===== config.mk =====
export PLATFORM = sky130hd
export DESIGN_NAME = hires_scanline_pixel_decoder_flat
export DESIGN_NICKNAME = d
export VERILOG_FILES = /design/src/rtl/hsd_pkg.sv /design/src/rtl/hsd_if.sv /design/src/rtl/hsd_front.sv /design/src/rtl/hsd_queue.sv /design/src/rtl/hsd_back.sv /design/src/rtl/hires_scanline_pixel_decoder.sv /design/src/flat_wrapper.sv
export SDC_FILE = /design/constraint.sdc
export NUM_CORES = 1
export LEC_CHECK = 0
export BUFFER_PORTS_ARGS = -buffer_cell sky130_fd_sc_hd__buf_2
export CORE_ASPECT_RATIO = 0.7
export CORE_UTILIZATION = 40
export CTS_CLUSTER_DIAMETER = 30
export DETAILED_ROUTE_END_ITERATION = 7
export PLACE_DENSITY = 0.61
export SETUP_SLACK_MARGIN = 0.05
export SKIP_CTS_REPAIR_TIMING = 1
export SLEW_MARGIN = 25
export SYNTH_ARGS = -nofsm -noshare
export SYNTH_HDL_FRONTEND = slang
export SYNTH_HIERARCHICAL = 1
export SYNTH_SLANG_ARGS = --single-unit

===== constraint.sdc =====
create_clock -name clk -period 3.1 [get_ports clk]
set_input_delay 0.62 -clock clk [delete_from_list [all_inputs] [get_ports clk]]
set_output_delay 0.62 -clock clk [all_outputs]
set_load 0.02 [all_outputs]

===== src/rtl/hsd_pkg.sv =====
// Package for the hi-res scan line pixel decoder.
// Holds the job descriptor type, colour code constants and the code swap function.
// No dependencies.
package hsd_pkg;

  localparam int PIX_MAX = 8;
  localparam int IDX_W   = 3;
  localparam int CODE_W  = 4;

  localparam logic [CODE_W-1:0] CODE_GREEN = 4'd8;
  localparam logic [CODE_W-1:0] CODE_BLACK = 4'd0;

  // index of the final pixel for each kind of byte
  localparam logic [IDX_W-1:0] LAST_MONO   = 3'd6;
  localparam logic [IDX_W-1:0] LAST_FIRST  = 3'd5;
  localparam logic [IDX_W-1:0] LAST_SECOND = 3'd7;

  localparam int PAL_BIT  = 7;
  localparam int HOLD_BIT = 6;

  typedef struct packed {
    logic [IDX_W-1:0]                  last_idx;
    logic [PIX_MAX-1:0][CODE_W-1:0]    codes;
  } job_t;

  // pixel values 1 and 2 trade places inside a palette
  function automatic logic [1:0] swap12(input logic [1:0] v);
    logic [1:0] r;
    case (v)
      2'd1:    r = 2'd2;
      2'd2:    r = 2'd1;
      default: r = v;
    endcase
    return r;
  endfunction

endpackage


===== src/rtl/hsd_if.sv =====
// Stream interfaces of the hi-res scan line pixel decoder.
// Byte channel in, pixel channel out. No dependencies.
interface hsd_byte_if;
  logic       valid;
  logic       ready;
  logic [7:0] video_byte;
  logic       line_start;

  modport source(output valid, video_byte, line_start, input ready);
  modport sink(input valid, video_byte, line_start, output ready);
endinterface

interface hsd_pix_if;
  logic       valid;
  logic       ready;
  logic [3:0] color;
  logic       last;

  modport source(output valid, color, last, input ready);
  modport sink(input valid, color, last, output ready);
endinterface


===== src/rtl/hsd_front.sv =====
// Front end: accepts video bytes, tracks pair phase and held bit,
// and builds a pixel job for the queue. Uses hsd_pkg and hsd_byte_if.
module hsd_front (
  input  logic              clk,
  input  logic              rst,
  input  logic              cfg_we,
  input  logic              cfg_wdata,
  hsd_byte_if.sink          bytes,
  input  logic              q_full,
  output logic              q_push,
  output hsd_pkg::job_t     q_job
);

  logic color_mode;
  logic pair_phase;
  logic held_bit;
  logic pair_phase_next;
  logic held_bit_next;
  logic first_byte;

  assign bytes.ready = !q_full;
  assign q_push      = bytes.valid && !q_full;
  assign first_byte  = bytes.line_start || !pair_phase;

  always_comb begin
    logic [7:0] b;
    logic       pal;
    b               = bytes.video_byte;
    pal             = b[hsd_pkg::PAL_BIT];
    pair_phase_next = pair_phase;
    held_bit_next   = held_bit;
    q_job.codes     = '0;
    if (!color_mode) begin
      for (int j = 0; j < 7; j++) begin
        q_job.codes[j] = b[j] ? hsd_pkg::CODE_GREEN : hsd_pkg::CODE_BLACK;
      end
      q_job.last_idx  = hsd_pkg::LAST_MONO;
      pair_phase_next = 1'b0;
    end else if (first_byte) begin
      for (int j = 0; j < 3; j++) begin
        q_job.codes[2*j]   = {1'b0, pal, hsd_pkg::swap12(b[2*j +: 2])};
        q_job.codes[2*j+1] = {1'b0, pal, hsd_pkg::swap12(b[2*j +: 2])};
      end
      q_job.last_idx  = hsd_pkg::LAST_FIRST;
      held_bit_next   = b[hsd_pkg::HOLD_BIT];
      pair_phase_next = 1'b1;
    end else begin
      // leading pixel joins the held bit of the first byte, unswapped
      q_job.codes[0] = {1'b0, pal, held_bit, b[0]};
      q_job.codes[1] = {1'b0, pal, held_bit, b[0]};
      for (int j = 0; j < 3; j++) begin
        q_job.codes[2*j+2] = {1'b0, pal, hsd_pkg::swap12(b[2*j+1 +: 2])};
        q_job.codes[2*j+3] = {1'b0, pal, hsd_pkg::swap12(b[2*j+1 +: 2])};
      end
      q_job.last_idx  = hsd_pkg::LAST_SECOND;
      pair_phase_next = 1'b0;
    end
  end

  always_ff @(posedge clk) begin
    if (rst) begin
      color_mode <= 1'b1;
      pair_phase <= 1'b0;
      held_bit   <= 1'b0;
    end else begin
      if (cfg_we) color_mode <= cfg_wdata;
      if (q_push) begin
        pair_phase <= pair_phase_next;
        held_bit   <= held_bit_next;
      end
    end
  end

endmodule


===== src/rtl/hsd_queue.sv =====
// Short job queue between front and back end.
// Register array with read and write pointers. Uses hsd_pkg.
module hsd_queue #(
  parameter int DEPTH = 2
) (
  input  logic           clk,
  input  logic           rst,
  input  logic           push,
  input  hsd_pkg::job_t  push_job,
  output logic           full,
  input  logic           pop,
  output logic           head_valid,
  output hsd_pkg::job_t  head_job
);

  localparam int PTR_W = (DEPTH > 1) ? $clog2(DEPTH) : 1;
  localparam int CNT_W = $clog2(DEPTH + 1);
  localparam logic [PTR_W-1:0] PTR_LAST = PTR_W'(DEPTH - 1);
  localparam logic [CNT_W-1:0] CNT_FULL = CNT_W'(DEPTH);

  hsd_pkg::job_t    entries [DEPTH];
  logic [PTR_W-1:0] wr_ptr;
  logic [PTR_W-1:0] rd_ptr;
  logic [CNT_W-1:0] count;

  assign full       = (count == CNT_FULL);
  assign head_valid = (count != '0);
  assign head_job   = entries[rd_ptr];

  always_ff @(posedge clk) begin
    if (push) entries[wr_ptr] <= push_job;
  end

  always_ff @(posedge clk) begin
    if (rst) begin
      wr_ptr <= '0;
      rd_ptr <= '0;
      count  <= '0;
    end else begin
      if (push) wr_ptr <= (wr_ptr == PTR_LAST) ? '0 : wr_ptr + 1'b1;
      if (pop)  rd_ptr <= (rd_ptr == PTR_LAST) ? '0 : rd_ptr + 1'b1;
      if (push && !pop)      count <= count + 1'b1;
      else if (pop && !push) count <= count - 1'b1;
    end
  end

endmodule


===== src/rtl/hsd_back.sv =====
// Back end: walks the head job into the output register one pixel per cycle
// unless the pixel channel stalls. Uses hsd_pkg and hsd_pix_if.
module hsd_back (
  input  logic           clk,
  input  logic           rst,
  input  logic           head_valid,
  input  hsd_pkg::job_t  head_job,
  output logic           pop,
  hsd_pix_if.source      pixels
);

  logic [hsd_pkg::IDX_W-1:0]  idx;
  logic                       out_valid;
  logic [hsd_pkg::CODE_W-1:0] out_color;
  logic                       out_last;
  logic                       load;
  logic                       at_end;

  assign load   = head_valid && (!out_valid || pixels.ready);
  assign at_end = (idx == head_job.last_idx);
  assign pop    = load && at_end;

  assign pixels.valid = out_valid;
  assign pixels.color = out_color;
  assign pixels.last  = out_last;

  always_ff @(posedge clk) begin
    if (load) begin
      out_color <= head_job.codes[idx];
      out_last  <= at_end;
    end
  end

  always_ff @(posedge clk) begin
    if (rst) begin
      out_valid <= 1'b0;
      idx       <= '0;
    end else begin
      if (load)              out_valid <= 1'b1;
      else if (pixels.ready) out_valid <= 1'b0;
      if (load) idx <= at_end ? '0 : idx + 1'b1;
    end
  end

endmodule


===== src/rtl/hires_scanline_pixel_decoder.sv =====
// Hi-res scan line pixel decoder, top level.
// Uses hsd_pkg, hsd_if, hsd_front, hsd_queue and hsd_back.
//
// Video bytes enter on the byte channel and leave as one colour code per beat
// on the pixel channel, last set on the final pixel of each byte. The back end
// emits one pixel per cycle unless the pixel channel stalls; a byte gives 7
// pixels in monochrome mode and 6 or 8 in colour mode (first or second byte of
// a pair, 14 per pair), and that serializer sets the rate. The front end takes
// a new byte in any cycle the job queue (QUEUE_DEPTH entries) has room, so
// bytes queue up while pixels drain; the first pixel of a byte passes the job
// queue and then the output register before it is offered. color_mode resets
// to colour rendering and must only be written while the block is idle.
module hires_scanline_pixel_decoder #(
  parameter int QUEUE_DEPTH = 2
) (
  input  logic       clk,
  input  logic       rst,
  input  logic       cfg_we,
  input  logic       cfg_wdata,
  hsd_byte_if.sink   bytes,
  hsd_pix_if.source  pixels
);

  logic          q_full;
  logic          q_push;
  logic          q_pop;
  logic          q_head_valid;
  hsd_pkg::job_t q_job;
  hsd_pkg::job_t q_head_job;

  hsd_front u_front (
    .clk       (clk),
    .rst       (rst),
    .cfg_we    (cfg_we),
    .cfg_wdata (cfg_wdata),
    .bytes     (bytes),
    .q_full    (q_full),
    .q_push    (q_push),
    .q_job     (q_job)
  );

  hsd_queue #(
    .DEPTH (QUEUE_DEPTH)
  ) u_queue (
    .clk        (clk),
    .rst        (rst),
    .push       (q_push),
    .push_job   (q_job),
    .full       (q_full),
    .pop        (q_pop),
    .head_valid (q_head_valid),
    .head_job   (q_head_job)
  );

  hsd_back u_back (
    .clk        (clk),
    .rst        (rst),
    .head_valid (q_head_valid),
    .head_job   (q_head_job),
    .pop        (q_pop),
    .pixels     (pixels)
  );

endmodule


===== src/flat_wrapper.sv =====
// flat-port wrapper written by rule: the top's interface ports become plain ports
module hires_scanline_pixel_decoder_flat 
#(
  parameter int QUEUE_DEPTH = 2
)
  (clk, rst, cfg_we, cfg_wdata, bytes_valid, bytes_video_byte, bytes_line_start, bytes_ready, pixels_valid, pixels_color, pixels_last, pixels_ready);
  hsd_byte_if bytes_i ();
  hsd_pix_if pixels_i ();
  input  logic clk;
  input  logic rst;
  input  logic cfg_we;
  input  logic cfg_wdata;
  input wire logic [$bits(bytes_i.valid)-1:0] bytes_valid;
  input wire logic [$bits(bytes_i.video_byte)-1:0] bytes_video_byte;
  input wire logic [$bits(bytes_i.line_start)-1:0] bytes_line_start;
  output wire logic [$bits(bytes_i.ready)-1:0] bytes_ready;
  output wire logic [$bits(pixels_i.valid)-1:0] pixels_valid;
  output wire logic [$bits(pixels_i.color)-1:0] pixels_color;
  output wire logic [$bits(pixels_i.last)-1:0] pixels_last;
  input wire logic [$bits(pixels_i.ready)-1:0] pixels_ready;
  assign bytes_i.valid = bytes_valid;
  assign bytes_i.video_byte = bytes_video_byte;
  assign bytes_i.line_start = bytes_line_start;
  assign bytes_ready = bytes_i.ready;
  assign pixels_valid = pixels_i.valid;
  assign pixels_color = pixels_i.color;
  assign pixels_last = pixels_i.last;
  assign pixels_i.ready = pixels_ready;
  hires_scanline_pixel_decoder #(.QUEUE_DEPTH(QUEUE_DEPTH)) u_core (.clk(clk), .rst(rst), .cfg_we(cfg_we), .cfg_wdata(cfg_wdata), .bytes(bytes_i), .pixels(pixels_i));
endmodule

==> flow_summary.toml, run 1 <==
[run_status]
status = "complete, no violations"

[die]
die_area_mm2 = 0.0104
num_io_pins = 22
die_h_um = 85.8
rows = 30
core_mm2 = 0.00972
die_x_um = 122
start_util_pct = 41.3

[timing]
hold_viol_final = 0
maxSlewViolCount = 0
fmax_ghz = 0.427
worstMarginPinSlew_ns = 0.575
rsz0062_at_grt = "false"
skew_ns = 0.00442
holdWs_ns = 0.491
finalCriticalPeriod_ns = 2.34
tns_ns = 0
setup_viol = 0
relSlewSlack_pct = 61.6
finalCritPeriodShare_pct = 75.5

[synthesis]
synth_top_family_by_area = "multiplexers"
yosys-top-cells-area = "edfxtp_1, mux2_2, dfxtp_1"
synth.cell_area_mm2 = 0.00402
synth_xor_xnor_area_share_pct = 1.53
synthAdderAreaFrac_pct = 3.74
async_flop_share_pct = 0
synth_ff_type = "edfxtp_1"
synth_compound_area_share_pct = 2.34
syn-instance-count = 259
muxShareOfSynthArea_pct = 18.9
yosys.area_share.simple_pct = 5.14
netlist.area_leader.share_pct = 56.1
avgSynthCellArea_um2 = 15.5
syn_nets = 286
synth_common_cells = "edfxtp_1, mux2_2, buf_4"
yosysMostFrequentCell = "edfxtp_1"
synth.largest_area_cell = "edfxtp_1"
synth_edf_count = 75
ys_seq_elements = 87
yosysWarnings = 6
synth.distinct_cells = 34
yosysSeqAreaShare_pct = 62.1

[critical_path]
max_stage_delay_ns = 0.42
critPathRequiredTime_ns = 3.37
crit_slowest_cell = "dfxtp_1"
path_class = "reg -> reg"
endpoint_kind = "flip-flop"
crit_chain = "mux2_2 > xnor2_1 > nand3_1 > nor2_1 > inv_1 > ha_1 > or3_1 > a21oi_1"
cp_max_fo = 5
worst_r2r_path_depth = 8
startpoint_type = "flip-flop"
cp.arrival_ns = 2.61

[cells_and_area]
syn2layout_area_growth_pct = 9.88
antenna_cells = 0
drive_gt1_share_pct = 31.3
fin_util_pct = 45.4
nNetsFinal = 300

[power]
leakage_nw = 1.63
peakVddDrop_uv = 276
powerDensity_mw_per_mm2 = 822

[routing]
firstDrtPassIters = 4
viasPerCell = 4.97
avgRoutedWirePerCell_um = 17.2
drtIter0Drc = 143
wl_mm = 6.96
drcViolationCount = 0
ant_nets = 0
vias = 2017

[clock_network]
numCtsBuffers = 9
htree_levels = 3
cts_tree = "built"
clockBufferDepth = 2
clk_latency_ns = 0.34
clock_sinks = 87
clk_pin_slew_ns = 0.06
cts_root_buf = "clkbuf_16"

[global_routing]
grt_use_met1_pct = 21.2
gr-usage-met3_pct = 4.99
grt_pass1_vias = 2019
grt_pass1_wl_mm = 11.1
grt_antenna_before_repair = 0
grt.total_usage_pct = 14.7
grt-ovfl-total = 0
grtUsageMet2_pct = 20.8
grt_max_degree = 36
top_usage_layer = "met1"

[worst_hold_path]
hold_path_class = "reg -> reg"
whs_path_depth = 2

[job]
cap_violations = 0

[place]
numPortBuffers = 21
hpwl_mm = 4.43
gp_congestion = 0.713
==> stage by stage <==
stage / worst slack, ns / std cells / cell area, um2 / power, mW
after floorplan: 0.198 / 259 / 4020 / 2.45
after global placement: 0.938 / 390 / 4150 / 2.68
after detailed placement: 0.838 / 390 / 4150 / 2.70
after CTS: 0.782 / 406 / 4410 / 3.67
after global routing: 0.543 / 406 / 4410 / 3.80
final: 0.760 / 406 / 4410 / 3.62
==> path summary, 6_finish.rpt <==
check | start | endpoint | slack [ns]
worst max-delay path | flip-flop | u_core/u_queue/count[1] | 0.76
worst max register to register | flip-flop | u_core/u_queue/count[1] | 0.76
worst min-delay path | u_core/u_front/pair_phase | u_core/u_front/pair_phase | 0.49
worst min register to register | u_core/u_front/pair_phase | u_core/u_front/pair_phase | 0.49
==> worst max-delay path: cells and delay by family, from the launching register on <==
kind	cells	cell delay, ns
and+or+nand+nor	3	0.76
DFF	1	0.42
muxes	1	0.37
adders and majority gates	1	0.32
xor gates and xnor gates	1	0.18
AOI/OAI and AO/OA	1	0.14
buffers and inverters	1	0.09
==> logic make-up after synthesis <==
group	count (synthesis)
AOI/OAI and AO/OA	15
xor gates and xnor gates	7
buffers and inverters	38
and+or+nand+nor	40
adders and majority gates	12
muxes	58
other	2
DFF	87
==> state kept, by name (all words and copies together), names as in the netlist, named ones only <==
| name | cells |
|---|---|
| u_core/u_queue/entries | 70 |
| u_core/u_queue/count | 2 |
| u_core/u_front/pair_phase | 1 |
| u_core/u_back/pixels.color | 4 |
| u_core/u_front/color_mode | 1 |
| u_core/u_back/pixels.valid | 1 |
| u_core/u_front/held_bit | 1 |
| u_core/u_queue/rd_ptr | 1 |
| u_core/u_back/pixels.last | 1 |
| u_core/u_queue/wr_ptr | 1 |
| u_core/u_back/idx | 3 |
==> cells in the final DEF, fill, tap and decap left out, types with 2 or more instances in the layout <==
cell,count
edfxtp_1,75
mux2_2,39
buf_2,21
nor2_1,15
inv_1,13
ha_1,12
dfxtp_1,12
mux2i_1,11
clkbuf_16,9
mux4_1,8
buf_4,7
o22ai_1,6
xnor2_1,5
a21oi_1,5
nand2_1,4
nand2b_1,3
nand3_1,3
clkinv_1,2
clkinv_4,2
nor2b_1,2
nand2_2,2
and2_1,2
conb_1,2
xor2_1,2
==> per-layer routing <==
layer / vias to the layer above / part of all wire, %
met4: 0 / 1.1
met5: - / 0
met3: 7 / 4.0
met1: 1005 / 51
li1: 969 / -
met2: 36 / 44
==> where the power goes <==
part           internal, mW  switching [mW]
Combinational         0.449           0.534
Sequential             1.60          0.0801
Clock                 0.538           0.424
Total                  2.59            1.04
==> cell type report <==
type	count	area (um2)
multi-input combinational	134	1290
fill	863	5310
inverter	13	48.8
timing repair buffer	28	158
clock inverter	6	37.5
sequential	87	2490
tap	128	160
clock buffer	10	229
No activity file was read; power rests on OpenSTA's default activity.
==> inputs of run 2 (changes only) <==
ABC_AREA = 1   (was default)
clock period = 2 ns   (was 3.1 ns; I/O delays follow)
==> flow_summary.toml, run 2 <==
[routing]
drtIter0Drc = 202
ant_nets = 0
drcViolationCount = 0
avgRoutedWirePerCell_um = 14.4
wl_mm = 7.34
viasPerCell = 4.75
firstDrtPassIters = 4
vias = 2417

[critical_path]
path_class = "reg -> reg"
startpoint_type = "flip-flop"
endpoint_kind = "flip-flop"
worst_r2r_path_depth = 13
cp_max_fo = 5
cp.arrival_ns = 2.04
reg2reg_to = "u_core/u_queue/count[1]"
reg2reg_setup_slack_ns = 0.19
critPathRequiredTime_ns = 2.23

[global_routing]
grtUsageMet2_pct = 22.9
gr-usage-met3_pct = 4.96
grt.total_usage_pct = 14.2
grt_max_degree = 37
grt_antenna_before_repair = 0
grt_pass1_vias = 2303
grt_use_met1_pct = 18.4
grt-ovfl-total = 0
grt_pass1_wl_mm = 11.7
top_usage_layer = "met2"

[worst_hold_path]
hold_path_class = "in -> reg"
whs_path_depth = 2
min_from = "cfg_we"
holdPathEnd = "u_core/u_front/color_mode"

[place]
numPortBuffers = 21
placed_area_mm2 = 0.00443
gp_congestion = 0.718
hpwl_mm = 4.81

[cells_and_area]
final_cell_mix = "edfxtp_1, nor2_1, nand2_1"
fillerInstances = 942
layout_commonest_cell = "edfxtp_1"
final_area_mm2 = 0.00479
fin_util_pct = 46.1
regMostFlops = "u_core/u_queue/entries"
nNetsFinal = 399
syn2layout_area_growth_pct = 11.1
largest_register_ff_count = 70
antenna_cells = 0
drive_gt1_share_pct = 27.3

[die]
start_util_pct = 41.5
rows = 31
core_mm2 = 0.0104
die_h_um = 88.9
num_io_pins = 22
die_x_um = 126
die_area_mm2 = 0.0112

[clock_network]
cts_tree = "built"
numCtsBuffers = 9
clk_pin_slew_ns = 0.06
clockBufferDepth = 2
clk_latency_ns = 0.34
cts_root_buf = "clkbuf_16"
htree_levels = 3
clock_sinks = 87

[synthesis]
syn_nets = 385
synth.largest_area_cell = "edfxtp_1"
synth.cell_area_mm2 = 0.00431
yosysSeqAreaShare_pct = 57.8
yosys-top-cells-area = "edfxtp_1, mux2_4, dfxtp_1"
async_flop_share_pct = 0
yosysWarnings = 6
avgSynthCellArea_um2 = 12.0
yosysMostFrequentCell = "edfxtp_1"
synth_edf_count = 75
syn-instance-count = 358
netlist.area_leader.share_pct = 52.2
ys_seq_elements = 87
synth.distinct_cells = 33
synth_ff_type = "edfxtp_1"
synth_common_cells = "edfxtp_1, nor2_1, nand2_1"

[timing]
fmax_ghz = 0.553
tns_ns = 0
holdWs_ns = 0.243
finalCriticalPeriod_ns = 1.81
setup_viol = 0
hold_viol_final = 0
skew_ns = 0.00827
rsz0062_at_grt = "false"
maxSlewViolCount = 0
finalCritPeriodShare_pct = 90.4

[power]
peakVddDrop_uv = 434
leakage_nw = 1.94
power_mw = 5.92
powerDensity_mw_per_mm2 = 1240

[job]
cap_violations = 0

[run_status]
status = "complete, no violations"
[run 2: cell types whose count changed after synthesis, moves of 8 or more]
cell	change
nand2_1	+38
mux2_2	-34
nor2_1	+33
mux2_4	+30
inv_1	+19
o21ai_0	+19
o21ai_1	+16
mux2i_1	-10
mux4_1	-8
[run 2: cell type report]
type                       instances  area, um2  area share [%]
clock buffer                      13        250            5.22
inverter                          37        145            3.03
multi-input combinational        206       1430            29.8
timing repair buffer              31        218            4.54
sequential                        87       2500            52.1
tap                              132        165            3.45
clock inverter                     3       90.1            1.88
[run 2: through the flow]
stage          instances  setup slack (ns)
2_1_floorplan        358            0.0761
4_1_cts              508            0.0775
3_5_place_dp         492             0.109
5_1_grt              509            0.0526
3_3_place_gp         492             0.212
6_report             509             0.192
[run 2: per-layer routing]
layer | part of all wire [%] | wire (um)
met1 | 51 | 3720
met2 | 44 | 3200
met3 | 4.7 | 347
met4 | 0.99 | 73
met5 | 0 | 0
[run 2: logic make-up (layout without fill, tap and decap cells)]
group                    Yosys count  in the layout  synth area share, %
XOR/XNOR                           3              3                0.783
other                              2              2                0.174
flip-flops                        87             87                 57.8
AND/OR/NAND/NOR                  107            107                 10.4
adder cells (fa/ha/maj)           12             12                 3.48
multiplexers                      36             36                 12.0
buffers and inverters             65             84                 9.78
AO/OA/AOI/OAI                     46             46                 5.63
[run 2: worst max-delay path, cell delays in order, from the launching register on]
cell and delay (ns):
dfxtp_4 0.39, mux2_4 0.31, nand2_1 0.07, nand2_1 0.05, nor2_2 0.13, nand3_2 0.10
inv_2 0.07, inv_1 0.06, ha_4 0.27, inv_1 0.05, nand3_1 0.07, nand2_1 0.05
inv_1 0.05, nor2_1 0.03
[run 2: power breakdown]
part | switching (mW) | internal, mW
Combinational | 0.939 | 0.654
Clock | 0.639 | 1.26
Sequential | 0.102 | 2.33
[run 2: worst max-delay path by stage]
| stage | start | to | slack, ns |
|---|---|---|---|
| global placement | flip-flop | u_core/u_queue/count[1] | 0.21 |
| detailed placement | flip-flop | u_core/u_queue/count[1] | 0.11 |
| finish | flip-flop | u_core/u_queue/count[1] | 0.19 |
| CTS | flip-flop | u_core/u_queue/count[1] | 0.08 |
| global route | flip-flop | u_core/u_queue/count[1] | 0.05 |
| floorplan | flip-flop | u_core/u_queue/count[1] | 0.08 |
